$ cat src/sv/bijective_base6_encoder_unit_assert.svh
// assertion macros for the bijective base-6 encoder
`ifndef BIJECTIVE_BASE6_ENCODER_UNIT_ASSERT_SVH
`define BIJECTIVE_BASE6_ENCODER_UNIT_ASSERT_SVH

`ifndef SYNTHESIS

// condition implies consequence in the same cycle
`define BB6_ASSERT_IMP(label, clk, rst_n, ante, cons, msg) \
    label: assert property (@(posedge clk) disable iff (!rst_n) (ante) |-> (cons)) \
        else $error(msg);

// condition implies consequence in the next cycle
`define BB6_ASSERT_NEXT(label, clk, rst_n, ante, cons, msg) \
    label: assert property (@(posedge clk) disable iff (!rst_n) (ante) |=> (cons)) \
        else $error(msg);

`else

`define BB6_ASSERT_IMP(label, clk, rst_n, ante, cons, msg)
`define BB6_ASSERT_NEXT(label, clk, rst_n, ante, cons, msg)

`endif

`endif

$ cat src/sv/bb6_pkg.sv
package bb6_pkg;

    // input value and digit buffer sizes
    localparam int VALUE_WIDTH = 64;
    localparam int DIGIT_SLOTS = 25;
    localparam int RADIX       = 6;

    localparam int DIGIT_W = 3;
    localparam int CHAR_W  = 6;
    localparam int CNT_W   = $clog2(DIGIT_SLOTS + 1);
    localparam int ADDR_W  = $clog2(DIGIT_SLOTS);

    // ascii codes of the result
    localparam logic [CHAR_W-1:0] CHAR_ONE  = CHAR_W'(49);
    localparam logic [CHAR_W-1:0] CHAR_SIX  = CHAR_W'(49 + RADIX - 1);
    localparam logic [CHAR_W-1:0] CHAR_NONE = CHAR_W'(0);

    // divide-by-six unit: one chunk of the working value per cycle
    localparam int CHUNK_W    = 16;
    localparam int NUM_CHUNKS = (VALUE_WIDTH + CHUNK_W - 1) / CHUNK_W;
    localparam int WORK_W     = NUM_CHUNKS * CHUNK_W;
    localparam int CHK_W      = $clog2(NUM_CHUNKS + 1);

    // reciprocal multiply: exact for every remainder/chunk pair
    localparam int X_W       = CHUNK_W + DIGIT_W;
    localparam int DIV_SHIFT = X_W + DIGIT_W;
    localparam int MAGIC_W   = DIV_SHIFT - 2;
    localparam logic [MAGIC_W-1:0] DIV_MAGIC = MAGIC_W'((1 << DIV_SHIFT) / RADIX + 1);

    // commands from the controller
    typedef struct packed {
        logic load_value;
        logic set_error;
        logic dec_step;
        logic div_step;
        logic store_digit;
        logic start_emit;
        logic read_digit;
        logic show_digit;
        logic next_digit;
    } bb6_cmd_t;

    // status back to the controller
    typedef struct packed {
        logic value_nonpos;
        logic work_zero;
        logic chunk_done;
        logic out_taken;
        logic out_last;
    } bb6_sts_t;

endpackage

$ cat src/sv/bb6_ram.sv
module bb6_ram #(
    parameter int WIDTH = 3,
    parameter int DEPTH = 25
) (
    input  logic                     aclk,
    input  logic                     we,
    input  logic [$clog2(DEPTH)-1:0] waddr,
    input  logic [WIDTH-1:0]         wdata,
    input  logic                     re,
    input  logic [$clog2(DEPTH)-1:0] raddr,
    output logic [WIDTH-1:0]         rdata
);

    logic [WIDTH-1:0] mem [DEPTH];
    logic [WIDTH-1:0] rdata_reg;

    // one write port, registered read port
    always_ff @(posedge aclk) begin
        if (we) begin
            mem[waddr] <= wdata;
        end
        if (re) begin
            rdata_reg <= mem[raddr];
        end
    end

    assign rdata = rdata_reg;

endmodule

$ cat src/sv/bb6_dpath.sv
module bb6_dpath (
    input  logic                               aclk,
    input  logic                               aresetn,
    input  logic signed [63:0]                 s_value,
    input  bb6_pkg::bb6_cmd_t                  cmd,
    output bb6_pkg::bb6_sts_t                  sts,
    output logic                               m_valid,
    input  logic                               m_ready,
    output logic [5:0]                         m_digit_char,
    output logic                               m_last,
    output logic                               m_error
);

    logic [bb6_pkg::WORK_W-1:0]  work_reg, work_next;
    logic [bb6_pkg::DIGIT_W-1:0] rem_reg, rem_next;
    logic [bb6_pkg::CHK_W-1:0]   chunk_cnt_reg, chunk_cnt_next;
    logic [bb6_pkg::CNT_W-1:0]   count_reg, count_next;
    logic [bb6_pkg::ADDR_W-1:0]  idx_reg, idx_next;

    logic                        out_valid_reg;
    logic [bb6_pkg::CHAR_W-1:0]  out_char_reg;
    logic                        out_last_reg;
    logic                        out_error_reg;

    logic [bb6_pkg::VALUE_WIDTH-1:0] in_bits;
    logic                            in_nonpos;

    logic [bb6_pkg::X_W-1:0]             div_x;
    logic [bb6_pkg::X_W+bb6_pkg::MAGIC_W-1:0] div_prod;
    logic [bb6_pkg::CHUNK_W-1:0]         div_q;
    logic [bb6_pkg::X_W-1:0]             div_r_full;

    logic                        ram_we;
    logic [bb6_pkg::DIGIT_W-1:0] ram_rdata;

    // input value, sign taken from its top bit
    assign in_bits   = s_value[bb6_pkg::VALUE_WIDTH-1:0];
    assign in_nonpos = in_bits[bb6_pkg::VALUE_WIDTH-1] || (in_bits == '0);

    // one chunk of long division by six: remainder in front of the top chunk
    assign div_x      = {rem_reg, work_reg[bb6_pkg::WORK_W-1 -: bb6_pkg::CHUNK_W]};
    assign div_prod   = (bb6_pkg::X_W + bb6_pkg::MAGIC_W)'(div_x)
                      * (bb6_pkg::X_W + bb6_pkg::MAGIC_W)'(bb6_pkg::DIV_MAGIC);
    assign div_q      = div_prod[bb6_pkg::DIV_SHIFT +: bb6_pkg::CHUNK_W];
    assign div_r_full = div_x - (bb6_pkg::X_W'(div_q) << 2) - (bb6_pkg::X_W'(div_q) << 1);

    // working value, remainder and counters
    always_comb begin
        work_next      = work_reg;
        rem_next       = rem_reg;
        chunk_cnt_next = chunk_cnt_reg;
        count_next     = count_reg;
        idx_next       = idx_reg;
        ram_we         = 1'b0;
        if (cmd.load_value) begin
            work_next  = bb6_pkg::WORK_W'(in_bits);
            count_next = '0;
        end
        if (cmd.set_error) begin
            work_next  = '0;
            count_next = '0;
        end
        if (cmd.dec_step) begin
            work_next      = work_reg - bb6_pkg::WORK_W'(1);
            rem_next       = '0;
            chunk_cnt_next = '0;
        end
        if (cmd.div_step) begin
            work_next      = (work_reg << bb6_pkg::CHUNK_W) | bb6_pkg::WORK_W'(div_q);
            rem_next       = div_r_full[bb6_pkg::DIGIT_W-1:0];
            chunk_cnt_next = chunk_cnt_reg + bb6_pkg::CHK_W'(1);
        end
        if (cmd.store_digit && (count_reg < bb6_pkg::CNT_W'(bb6_pkg::DIGIT_SLOTS))) begin
            ram_we     = 1'b1;
            count_next = count_reg + bb6_pkg::CNT_W'(1);
        end
        if (cmd.start_emit) begin
            idx_next = bb6_pkg::ADDR_W'(count_reg - bb6_pkg::CNT_W'(1));
        end
        if (cmd.next_digit) begin
            idx_next = idx_reg - bb6_pkg::ADDR_W'(1);
        end
    end

    always_ff @(posedge aclk) begin
        if (!aresetn) begin
            work_reg      <= '0;
            rem_reg       <= '0;
            chunk_cnt_reg <= '0;
            count_reg     <= '0;
            idx_reg       <= '0;
        end else begin
            work_reg      <= work_next;
            rem_reg       <= rem_next;
            chunk_cnt_reg <= chunk_cnt_next;
            count_reg     <= count_next;
            idx_reg       <= idx_next;
        end
    end

    // digit buffer, least significant digit first
    bb6_ram #(
        .WIDTH (bb6_pkg::DIGIT_W),
        .DEPTH (bb6_pkg::DIGIT_SLOTS)
    ) u_digit_store (
        .aclk  (aclk),
        .we    (ram_we),
        .waddr (count_reg[bb6_pkg::ADDR_W-1:0]),
        .wdata (rem_reg),
        .re    (cmd.read_digit),
        .raddr (idx_reg),
        .rdata (ram_rdata)
    );

    // output register
    always_ff @(posedge aclk) begin
        if (!aresetn) begin
            out_valid_reg <= 1'b0;
        end else if (cmd.set_error || cmd.show_digit) begin
            out_valid_reg <= 1'b1;
        end else if (m_ready) begin
            out_valid_reg <= 1'b0;
        end
    end

    always_ff @(posedge aclk) begin
        if (cmd.set_error) begin
            out_char_reg  <= bb6_pkg::CHAR_NONE;
            out_last_reg  <= 1'b1;
            out_error_reg <= 1'b1;
        end else if (cmd.show_digit) begin
            out_char_reg  <= bb6_pkg::CHAR_ONE + bb6_pkg::CHAR_W'(ram_rdata);
            out_last_reg  <= (idx_reg == '0);
            out_error_reg <= 1'b0;
        end
    end

    assign m_valid      = out_valid_reg;
    assign m_digit_char = out_char_reg;
    assign m_last       = out_last_reg;
    assign m_error      = out_error_reg;

    // status to the controller
    assign sts.value_nonpos = in_nonpos;
    assign sts.work_zero    = (work_reg == '0);
    assign sts.chunk_done   = (chunk_cnt_reg == bb6_pkg::CHK_W'(bb6_pkg::NUM_CHUNKS - 1));
    assign sts.out_taken    = out_valid_reg && m_ready;
    assign sts.out_last     = out_last_reg;

endmodule

$ cat src/sv/bb6_ctrl.sv
module bb6_ctrl (
    input  logic               aclk,
    input  logic               aresetn,
    input  logic               s_valid,
    output logic               s_ready,
    input  bb6_pkg::bb6_sts_t  sts,
    output bb6_pkg::bb6_cmd_t  cmd
);

    localparam logic [2:0] ST_IDLE  = 3'd0;
    localparam logic [2:0] ST_DEC   = 3'd1;
    localparam logic [2:0] ST_DIV   = 3'd2;
    localparam logic [2:0] ST_STORE = 3'd3;
    localparam logic [2:0] ST_INDEX = 3'd4;
    localparam logic [2:0] ST_READ  = 3'd5;
    localparam logic [2:0] ST_SHOW  = 3'd6;
    localparam logic [2:0] ST_HOLD  = 3'd7;

    logic [2:0] state_reg, state_next;

    // sequencing of digit steps and emission
    always_comb begin
        state_next = state_reg;
        cmd        = '0;
        s_ready    = 1'b0;
        case (state_reg)
            ST_IDLE: begin
                s_ready = 1'b1;
                if (s_valid) begin
                    if (sts.value_nonpos) begin
                        cmd.set_error = 1'b1;
                        state_next    = ST_HOLD;
                    end else begin
                        cmd.load_value = 1'b1;
                        state_next     = ST_DEC;
                    end
                end
            end
            ST_DEC: begin
                cmd.dec_step = 1'b1;
                state_next   = ST_DIV;
            end
            ST_DIV: begin
                cmd.div_step = 1'b1;
                if (sts.chunk_done) begin
                    state_next = ST_STORE;
                end
            end
            ST_STORE: begin
                cmd.store_digit = 1'b1;
                state_next      = sts.work_zero ? ST_INDEX : ST_DEC;
            end
            ST_INDEX: begin
                cmd.start_emit = 1'b1;
                state_next     = ST_READ;
            end
            ST_READ: begin
                cmd.read_digit = 1'b1;
                state_next     = ST_SHOW;
            end
            ST_SHOW: begin
                cmd.show_digit = 1'b1;
                state_next     = ST_HOLD;
            end
            ST_HOLD: begin
                if (sts.out_taken) begin
                    if (sts.out_last) begin
                        state_next = ST_IDLE;
                    end else begin
                        cmd.next_digit = 1'b1;
                        state_next     = ST_READ;
                    end
                end
            end
            default: begin
                state_next = ST_IDLE;
            end
        endcase
    end

    always_ff @(posedge aclk) begin
        if (!aresetn) begin
            state_reg <= ST_IDLE;
        end else begin
            state_reg <= state_next;
        end
    end

endmodule

$ cat src/sv/bijective_base6_encoder_unit.sv
// Bijective base-6 encoder: takes one signed 64-bit value per transaction and returns
// its numeral as ASCII digits '1'..'6', most significant first, one result transaction
// per digit with m_last on the final one; a value of zero or less gives a single result
// with m_error and m_last set and digit code 0. One value is worked on at a time:
// s_ready is high only while the block is idle. A positive value is loaded, then each of
// its n digits takes a decrement step, four steps of the divide-by-six unit, which
// handles 16 bits per cycle, and a digit store step; after a setup step each digit is
// read from the buffer, shown and held until m_ready takes it;
// at most 25 digits are kept. An error result skips the digit steps.
`include "bijective_base6_encoder_unit_assert.svh"

module bijective_base6_encoder_unit (
    input  logic               aclk,
    input  logic               aresetn,
    input  logic               s_valid,
    output logic               s_ready,
    input  logic signed [63:0] s_value,
    output logic               m_valid,
    input  logic               m_ready,
    output logic [5:0]         m_digit_char,
    output logic               m_last,
    output logic               m_error
);

    bb6_pkg::bb6_cmd_t cmd;
    bb6_pkg::bb6_sts_t sts;

    // controller
    bb6_ctrl u_ctrl (
        .aclk    (aclk),
        .aresetn (aresetn),
        .s_valid (s_valid),
        .s_ready (s_ready),
        .sts     (sts),
        .cmd     (cmd)
    );

    // datapath with divide unit, digit buffer and output register
    bb6_dpath u_dpath (
        .aclk         (aclk),
        .aresetn      (aresetn),
        .s_value      (s_value),
        .cmd          (cmd),
        .sts          (sts),
        .m_valid      (m_valid),
        .m_ready      (m_ready),
        .m_digit_char (m_digit_char),
        .m_last       (m_last),
        .m_error      (m_error)
    );

    // checks
    `BB6_ASSERT_IMP(a_idle_no_result, aclk, aresetn, s_ready, !m_valid, "result pending while idle")
    `BB6_ASSERT_IMP(a_error_form, aclk, aresetn, m_valid && m_error, m_last && (m_digit_char == bb6_pkg::CHAR_NONE), "bad error result")
    `BB6_ASSERT_IMP(a_digit_range, aclk, aresetn, m_valid && !m_error, (m_digit_char >= bb6_pkg::CHAR_ONE) && (m_digit_char <= bb6_pkg::CHAR_SIX), "digit out of range")
    `BB6_ASSERT_NEXT(a_error_next, aclk, aresetn, s_valid && s_ready && (s_value[bb6_pkg::VALUE_WIDTH-1] || (s_value[bb6_pkg::VALUE_WIDTH-1:0] == '0)), m_valid && m_error, "missing error result")

endmodule

$ cat config.mk
export PLATFORM = sky130hd
export DESIGN_NAME = bijective_base6_encoder_unit
export DESIGN_NICKNAME = d
export VERILOG_FILES = /design/src/sv/bb6_pkg.sv /design/src/sv/bb6_ram.sv /design/src/sv/bb6_dpath.sv /design/src/sv/bb6_ctrl.sv /design/src/sv/bijective_base6_encoder_unit.sv
export VERILOG_INCLUDE_DIRS = /design/src /design/src/sv
export SDC_FILE = /design/constraint.sdc
export NUM_CORES = 1
export LEC_CHECK = 0
export ABC_AREA = 1
export BUFFER_PORTS_ARGS = -buffer_cell sky130_fd_sc_hd__buf_2
export CAP_MARGIN = 5
export CORE_ASPECT_RATIO = 0.6
export CORE_MARGIN = 5
export CORE_UTILIZATION = 30
export CTS_CLUSTER_SIZE = 28
export DETAILED_ROUTE_END_ITERATION = 12
export PLACE_DENSITY = 0.44
export SLEW_MARGIN = 40
export SYNTH_ARGS = -nofsm -noshare
export SYNTH_HDL_FRONTEND = slang
export SYNTH_SLANG_ARGS = --single-unit
export TNS_END_PERCENT = 50
$ cat constraint.sdc
create_clock -name aclk -period 13.37 [get_ports aclk]
set_clock_uncertainty 0.2 [all_clocks]
set_input_delay 0.6685 -clock aclk [delete_from_list [all_inputs] [get_ports aclk]]
set_output_delay 0.6685 -clock aclk [all_outputs]
set_load 0.01 [all_outputs]
Yosys cells after proc, flatten, opt, wreduce, memory -nomap -nowiden
Memories as Yosys holds them, arrays and structs flattened. A register that Yosys moved wholly into a read port is not among the register bits.
Cells that the tools add are included.
Word-level totals
  bits of input ports: 68
  memories: 1
  RAM bits: 75
  bits in registers: 92
  logic and storage cells: 85
Cells by class
  magnitude comparators: 1
  $mul: 1
  equality and inequality tests: 11
  multiplexer cells: 38
  add/sub/neg operators: 8
  reduce and logical (&&, ||, !) cells: 14
  bitwise operators: 1
Memory list
  u_dpath.u_digit_store.mem: depth 25, width 3, read ports 1, clocked after Yosys merged registers in 1, wr ports 1, line bb6_ram.sv:14  | logic [WIDTH-1:0] mem [DEPTH];
Operators by type and width (number)
  64-bit two-way mux: 4
  64-bit logical NOT: 2
  64-bit by 16-bit OR with 64-bit output: 1
  64-bit by 1-bit subtractor with 64-bit output (second input constant): 1
  19-bit by 20-bit multiplier with 38-bit output (second input constant): 1
  3-bit two-way mux: 9
  5-bit two-way mux: 5
  3-bit one-hot mux with 8 select lines: 1
  1-bit two-way mux: 17
  3-bit == test (second input constant): 4
  5-bit by 1-bit subtractor with 5-bit output (second input constant): 2
  3-bit by 2-bit == test with 1-bit output (second input constant): 3
  5-bit by 4-bit adder with 6-bit output (first input constant): 1
  2-bit inequality test (second input constant): 3
  2-bit nonzero test: 3
  3-bit subtractor: 2
  5-bit by 1-bit adder with 5-bit output (second input constant): 1
  5-bit logical NOT: 1
  5-bit less-than comparator (second input constant): 1
  2-bit two-way mux: 2
  4-bit nonzero test: 1
  3-bit by 1-bit adder with 3-bit output (second input constant): 1
  3-bit by 1-bit == test with 1-bit output (second input constant): 1
  3-bit logical NOT: 1
  other kinds (4): 6

Longest topological paths before layout
Gate-level depths: netlist (run 1).
  depth in word-level cells: 9
  mapped depth: 32
  mapped depth without buffers: 32

Hierarchy
A second synthesis (run 1) with hierarchy kept.
Second synthesis, totals
  cells, all modules: 2253
  area, all modules: 16535.9 sq um
Modules (own cells, without submodules)
  bb6_dpath: area an instance 12798.5 sq um, cells each 1869, seq. area each 1761.7 sq um, times used 1
  bb6_ram: area an instance 3453.3 sq um, cells each 332, seq. area each 2342.2 sq um, times used 1
  bb6_ctrl: area an instance 284.0 sq um, cells each 52, seq. area each 60.1 sq um, times used 1

Worst setup path before layout (run 1)
No wires, ideal clock.
  path kind: register to register
  start point: register u_dpath.rem_reg[2] in the netlist's numbering
  end point: register u_dpath.rem_reg[1] in the netlist's numbering
  path buffers: 0
  library setup time: 0.070 ns
  data arrival time: 5.540 ns
  required time: 13.100 ns
  setup slack: 7.559 ns
  stages on the path, launching flop included: 26
  clock period less this slack: 5.811 ns
  cell sequence: dfxtp_1 ha_1 ha_1 a21oi_1 inv_1 fa_1 inv_1 fa_1 inv_1 fa_1 fa_1 ha_1 nand2_1 nor2_1 inv_1 nor2_1 nand2_1 inv_1 nand2_1 nand2_1 nand2_1 nand2_1 inv_1 ha_1 or2_2 a21oi_1
On the way
  word-level cells in the longest chain between the ends: 3
RTL lines
  from (decl): line bb6_dpath.sv:15  | logic [bb6_pkg::DIGIT_W-1:0] rem_reg, rem_next;
  from (signal assigned): line bb6_dpath.sv:94  | rem_reg <= rem_next;
  19-bit by 20-bit multiplier with 38-bit output: line bb6_dpath.sv:43  | * (bb6_pkg::X_W + bb6_pkg::MAGIC_W)'(bb6_pkg::DIV_MAGIC);
  3-bit subtractor: line bb6_dpath.sv:45  | assign div_r_full = div_x - (bb6_pkg::X_W'(div_q) << 2) - (bb6_pkg::X_W'(div_q) << 1);
  3-bit two-way mux: line bb6_dpath.sv:68  | if (cmd.div_step) begin
No other way between the ends.
A chain may end at the register's enable or synchronous reset.

Worst setup path after layout (run 1)
  start point: register u_dpath.rem_reg[0] in the netlist's numbering
  end point: register u_dpath.rem_reg[2] in the netlist's numbering
On the way
  word-level cells in the longest chain between the ends: 4
RTL lines (line)
  19-bit by 20-bit multiplier with 38-bit output (*): bb6_dpath.sv:43
  3-bit subtractor: bb6_dpath.sv:45
  3-bit subtractor (*): bb6_dpath.sv:45
  3-bit two-way mux (*): bb6_dpath.sv:68
Mark *: on every way between the ends. The rest lies on a longest branch, timed or not.

==> qor.yml, run 1 <==
ys_warn_count: 0
grt_pass1_wl_mm: 98.4
netlist_instances: 2315
synth-async-reset-ratio_pct: 0
cts_htree_levels: 4
synthDistinctLibCells: 58
gp_congestion: 0.927
mostFrequentLayoutCell: "nand2_1"
insertion_delay_ns: 0.48
ant_nets: 0
tightest_slew_ns: 0.855
diodes: 0
avgSynthCellArea_um2: 7.26
cap_violations: 0
overflow: 0
finalSetupViolCount: 0
finalCriticalPeriod_ns: 6.66
drtIter0Drc: 1485
clock.fmax_mhz: 150
endpoint_kind: "register"
dieHeight_um: 193
largest_reg_flops: 75
antenna_found_initial: 1
regToRegSetupSlack_ns: 6.71
ys_ff_latch: 169
critical_path_peak_fanout: 29
startpoint: "u_dpath.rem_reg[0]"
clock_sinks: 169
layout_common_cells: "454 x nand2_1, 325 x inv_1, 294 x nor2_1, 190 x nand3_1, 158 x ha_1"
clk_pin_slew_worst_paths_ns: 0.07
reg2reg_from: "u_dpath.rem_reg[0]"
yosysSeqAreaShare_pct: 24.8
dieArea_um2: 61000
hold_buffers: 0
fin_nets: 2677
cp_data_required_time_ns: 13.56
grt_usage_pct: 21.5
post_cts_resized: 0
crit_type: "register to register"
rsz0062_at_grt: "false"
syn_to_final_growth_pct: 10.2
vias_per_cell: 5.02
start_kind: "register"
clockRootBuffer: "clkbuf_16"
first_pass_iters: 7
cp-endpoint: "u_dpath.rem_reg[2]"
core-area_um2: 55700
cts_buffers: 17
clockBufferDepth: 2
syn_nets: 2640
synth_ff_type: "dfxtp_1"
r2r_cells: 25
synth_edf_count: 78
reg2reg_to: "u_dpath.rem_reg[2]"
wl_mm: 66.2
cts_tree: "yes"
slew_headroom_pct: 42.8
dpl.hpwl_mm: 53.8
slew_viol_final: 0
routedWlPerCell_um: 21.2
arrival_ns: 6.85
fin_crit_sh_pct: 49.8
drive_gt1_share_pct: 9.22
outcome: "completed"
grt_max_degree: 78
die-width_um: 316
grt_pass1_vias: 15200
setup_tns_ns: 0
route.detailed.drc: 0
hp-class: "register to register"
initial_core_util_pct: 30.2
num_io_pins: 78
rows: 67
syn_area_um2: 16800
final_hold_viol_count: 0
vias: 15700
postCtsSetupRepairBufs: 0
port_buffers: 77
area by class of cell:
class,instances,area [um2]
well taps,759,950
flip-flops and latches,169,4170
fillers,6084,37100
inverters,343,1290
repair buffers,92,510
clock inverters,15,163
clock buffers,17,425
multi-input cells,1729,11000
logic make-up after synthesis:
logic type      share of synthesized area, %
fa+ha+maj                               23.6
compound gates                          11.9
simple gates                            28.2
xor+xnor                                1.88
flops                                   24.8
buf+inv                                 9.70
metrics by stage:
step | hold WS [ns] | setup WS (ns) | instance area [um2] | std cells | utilization, %
final | 0.253 | 6.71 | 18500 | 3124 | 33.3
after detailed placement | 0.240 | 6.84 | 17900 | 3091 | 32.2
after floorplan | 0.233 | 7.56 | 16800 | 2315 | -
after CTS | 0.256 | 6.75 | 18500 | 3123 | 33.2
after global routing | 0.284 | 6.33 | 18500 | 3124 | 33.3
after global placement | 0.240 | 6.54 | 17900 | 3091 | 32.2
cells in the mapped netlist, types with 3 or more instances:
master / number / area (um2)
a21oi_1: 152 / 761
a21oi_2: 5 / 43.8
a31oi_1: 6 / 37.5
buf_1: 6 / 22.5
buf_2: 28 / 140
buf_4: 6 / 45.0
clkbuf_1: 33 / 124
clkinv_1: 5 / 18.8
dfxtp_1: 91 / 1820
edfxtp_1: 78 / 2340
fa_1: 99 / 1980
ha_1: 158 / 1980
inv_1: 326 / 1220
inv_2: 12 / 45.0
nand2_1: 456 / 1710
nand2_2: 15 / 93.8
nand2_4: 3 / 33.8
nand3_1: 190 / 951
nand3b_1: 9 / 67.6
nand4_1: 21 / 131
nor2_1: 294 / 1100
nor2_2: 18 / 113
nor2_4: 9 / 101
nor3_1: 18 / 90.1
nor3_2: 8 / 80.1
nor4_1: 6 / 37.5
o211ai_1: 7 / 52.6
o21a_1: 6 / 45.0
o21ai_0: 141 / 706
o21ai_1: 6 / 30.0
o21bai_1: 8 / 60.1
o221ai_1: 10 / 87.6
o22ai_1: 8 / 50.1
or2_2: 11 / 68.8
xnor2_1: 6 / 52.6
xor2_1: 30 / 263
worst min path at each step:
stage,slack (ns),from,to,cells past startpoint
after floorplan,0.23,u_dpath.chunk_cnt_reg[0],u_dpath.chunk_cnt_reg[0],1
after global placement,0.24,u_dpath.m_error,u_dpath.m_error,2
after detailed placement,0.24,u_dpath.m_error,u_dpath.m_error,2
after CTS,0.26,u_dpath.m_error,u_dpath.m_error,2
after global routing,0.28,u_dpath.m_error,u_dpath.m_error,2
final,0.25,u_dpath.m_error,u_dpath.m_error,2
per-layer routing:
layer	GRT usage, %	up-vias	part of all wire, %
met2	27.1	504	36
met1	35.0	7531	53
met3	6.81	53	9.2
met5	0	-	0.020
met4	3.53	2	1.4
li1	-	7595	-
critical path: stages, from the launching register on:
cell,delay [ns]
dfxtp_2,0.67
ha_1,0.29
ha_1,0.28
a21oi_1,0.29
inv_1,0.14
fa_1,0.58
inv_1,0.17
fa_1,0.60
inv_1,0.07
fa_1,0.54
fa_1,0.53
ha_1,0.35
a21oi_1,0.25
o21ai_0,0.18
nor2_1,0.27
nand2_1,0.15
nand2_1,0.12
nand2_1,0.09
inv_1,0.06
ha_1,0.19
inv_1,0.07
nand3_1,0.07
nand2_1,0.06
nand3_1,0.06
nand3_1,0.12
a21oi_1,0.18
Power of run 1 is left out: the tool's default activity adds up to more than one toggle a clock period on the data nets, which glitch-free logic cannot reach.
==> run 2, diff against run 1 <==
PLACE_DENSITY = 0.45   (was 0.44)
clock period = 5.5 ns   (was 13.37 ns; I/O delays follow)
==> qor.yml, run 2 (synthesis results as in run 1) <==
min-delay-start: "s_value[8]"
syn_to_final_growth_pct: 21.5
antenna_found_initial: 6
ant_nets: 0
wl_mm: 68.5
regToRegSetupSlack_ns: -0.04
gp_congestion: 0.958
clk_pin_slew_worst_paths_ns: 0.09
cts_buffers: 17
endpoint_kind: "register"
clock_sinks: 169
holdPathStages: 3
crit_slowest_cell: "fa_2"
overflow: 0
layout_common_cells: "427 x nand2_1, 308 x inv_1, 279 x nor2_1, 179 x nand3_1, 158 x buf_4"
crit_top_cell: "inv_2"
cts_tree: "yes"
dp_slack_ns: -0.303
drtIter0Drc: 1714
slew_viol_final: 0
fin_nets: 2831
grt_pass1_vias: 15700
critPathMaxStageDelay_ns: 0.59
grt_usage_pct: 22.0
port_buffers: 77
first_pass_iters: 5
tightest_slew_ns: 0.851
clockRootBuffer: "clkbuf_16"
dieArea_um2: 61000
core-area_um2: 55700
initial_core_util_pct: 30.2
rows: 67
crit_type: "register to register"
dieHeight_um: 193
outcome: "complete, but fails checks"
vias: 16400
setup_slack_ns: -0.0414
reg2reg_to: "u_dpath.rem_reg[2]"
insertion_delay_ns: 0.46
cap_violations: 0
die-width_um: 316
mostFrequentLayoutCell: "nand2_1"
start_kind: "register"
critical_path_peak_fanout: 4
finalSetupViolCount: 1
r2r_cells: 31
violations: "negative setup slack"
grt_pass1_wl_mm: 102
hp-class: "input pin to register"
slew_headroom_pct: 43.2
startpoint: "u_dpath.work_reg[52]"
rsz0062_at_grt: "true"
vias_per_cell: 5.00
arrival_ns: 5.66
reg2reg_from: "u_dpath.work_reg[52]"
whs_endpoint: "u_dpath.work_reg[8]"
routedWlPerCell_um: 20.9
dpl.hpwl_mm: 55.6
cp_data_required_time_ns: 5.61
num_io_pins: 78
clock.fmax_mhz: 180
cts_htree_levels: 4
grt_max_degree: 67
fin_crit_sh_pct: 101
finalCriticalPeriod_ns: 5.54
drive_gt1_share_pct: 19.9
route.detailed.drc: 0
clockBufferDepth: 2
final_hold_viol_count: 0
largest_reg_flops: 75
setup_tns_ns: -0.0414
run 2: changes by cell type in the layout (fill, tap and decap cells not counted), moves of 20 or more:
cell and change:
nand2_1 -27, ha_1 -20, a21oi_2 +24, buf_4 +144, a21oi_1 -26, nand2_2 +23
run 2: layout make-up:
cell class / instances / area (um2)
fill: 5989 / 35200
timing repair buffer: 246 / 1700
clock buffer: 17 / 425
clock inverter: 15 / 184
sequential: 169 / 4180
antenna: 3 / 7.51
tap: 759 / 950
inverter: 343 / 1290
multi-input combinational: 1729 / 11700
run 2: how the worst max path moves through the flow:
stage | end | slack (ns) | cells past startpoint
2_1_floorplan | u_dpath.rem_reg[1] | 0.009 | 27
3_3_place_gp | u_dpath.work_reg[3] | -0.35 | 21
3_5_place_dp | u_dpath.work_reg[3] | -0.30 | 21
4_1_cts | u_dpath.rem_reg[2] | -0.02 | 31
5_1_grt | u_dpath.rem_reg[2] | -0.29 | 31
6_report | u_dpath.rem_reg[2] | -0.04 | 31
run 2: what timing repair did:
item | CTS | global route
pin swaps | 33 | 35
endpoints found under the setup margin | 18 | 18
hold buffers | 6 | 0
setup buffers | 7 | 11
gates resized for setup | 68 | 86
endpoints found under the hold margin | 6 | 0
run 2: worst max-delay path, delay by kind of cell, from the launching register on:
kind	cells	cell delay, ns
simple gates	12	0.89
compound gates	1	0.05
flops	1	0.36
buf+inv	10	0.55
fa+ha+maj	8	3.33
run 2: stage by stage:
stage	cells	hold WS (ns)	instance area, um2	util (%)
3_3_place_gp	3225	0.247	19000	34.1
3_5_place_dp	3225	0.248	19000	34.1
4_1_cts	3270	0.000253	20000	35.9
5_1_grt	3280	0.0308	20400	36.7
6_report	3281	0.00820	20400	36.7
2_1_floorplan	2315	0.233	16900	-
run 2: metal layers:
layer | GRT usage (%) | vias to the layer above | wire [um]
met5 | 0 | - | 28
met4 | 3.25 | 6 | 714
met3 | 7.78 | 49 | 7300
met2 | 27.2 | 602 | 24700
met1 | 36.1 | 7841 | 35800
li1 | - | 7895 | -
Power of run 2 is left out for the same reason.
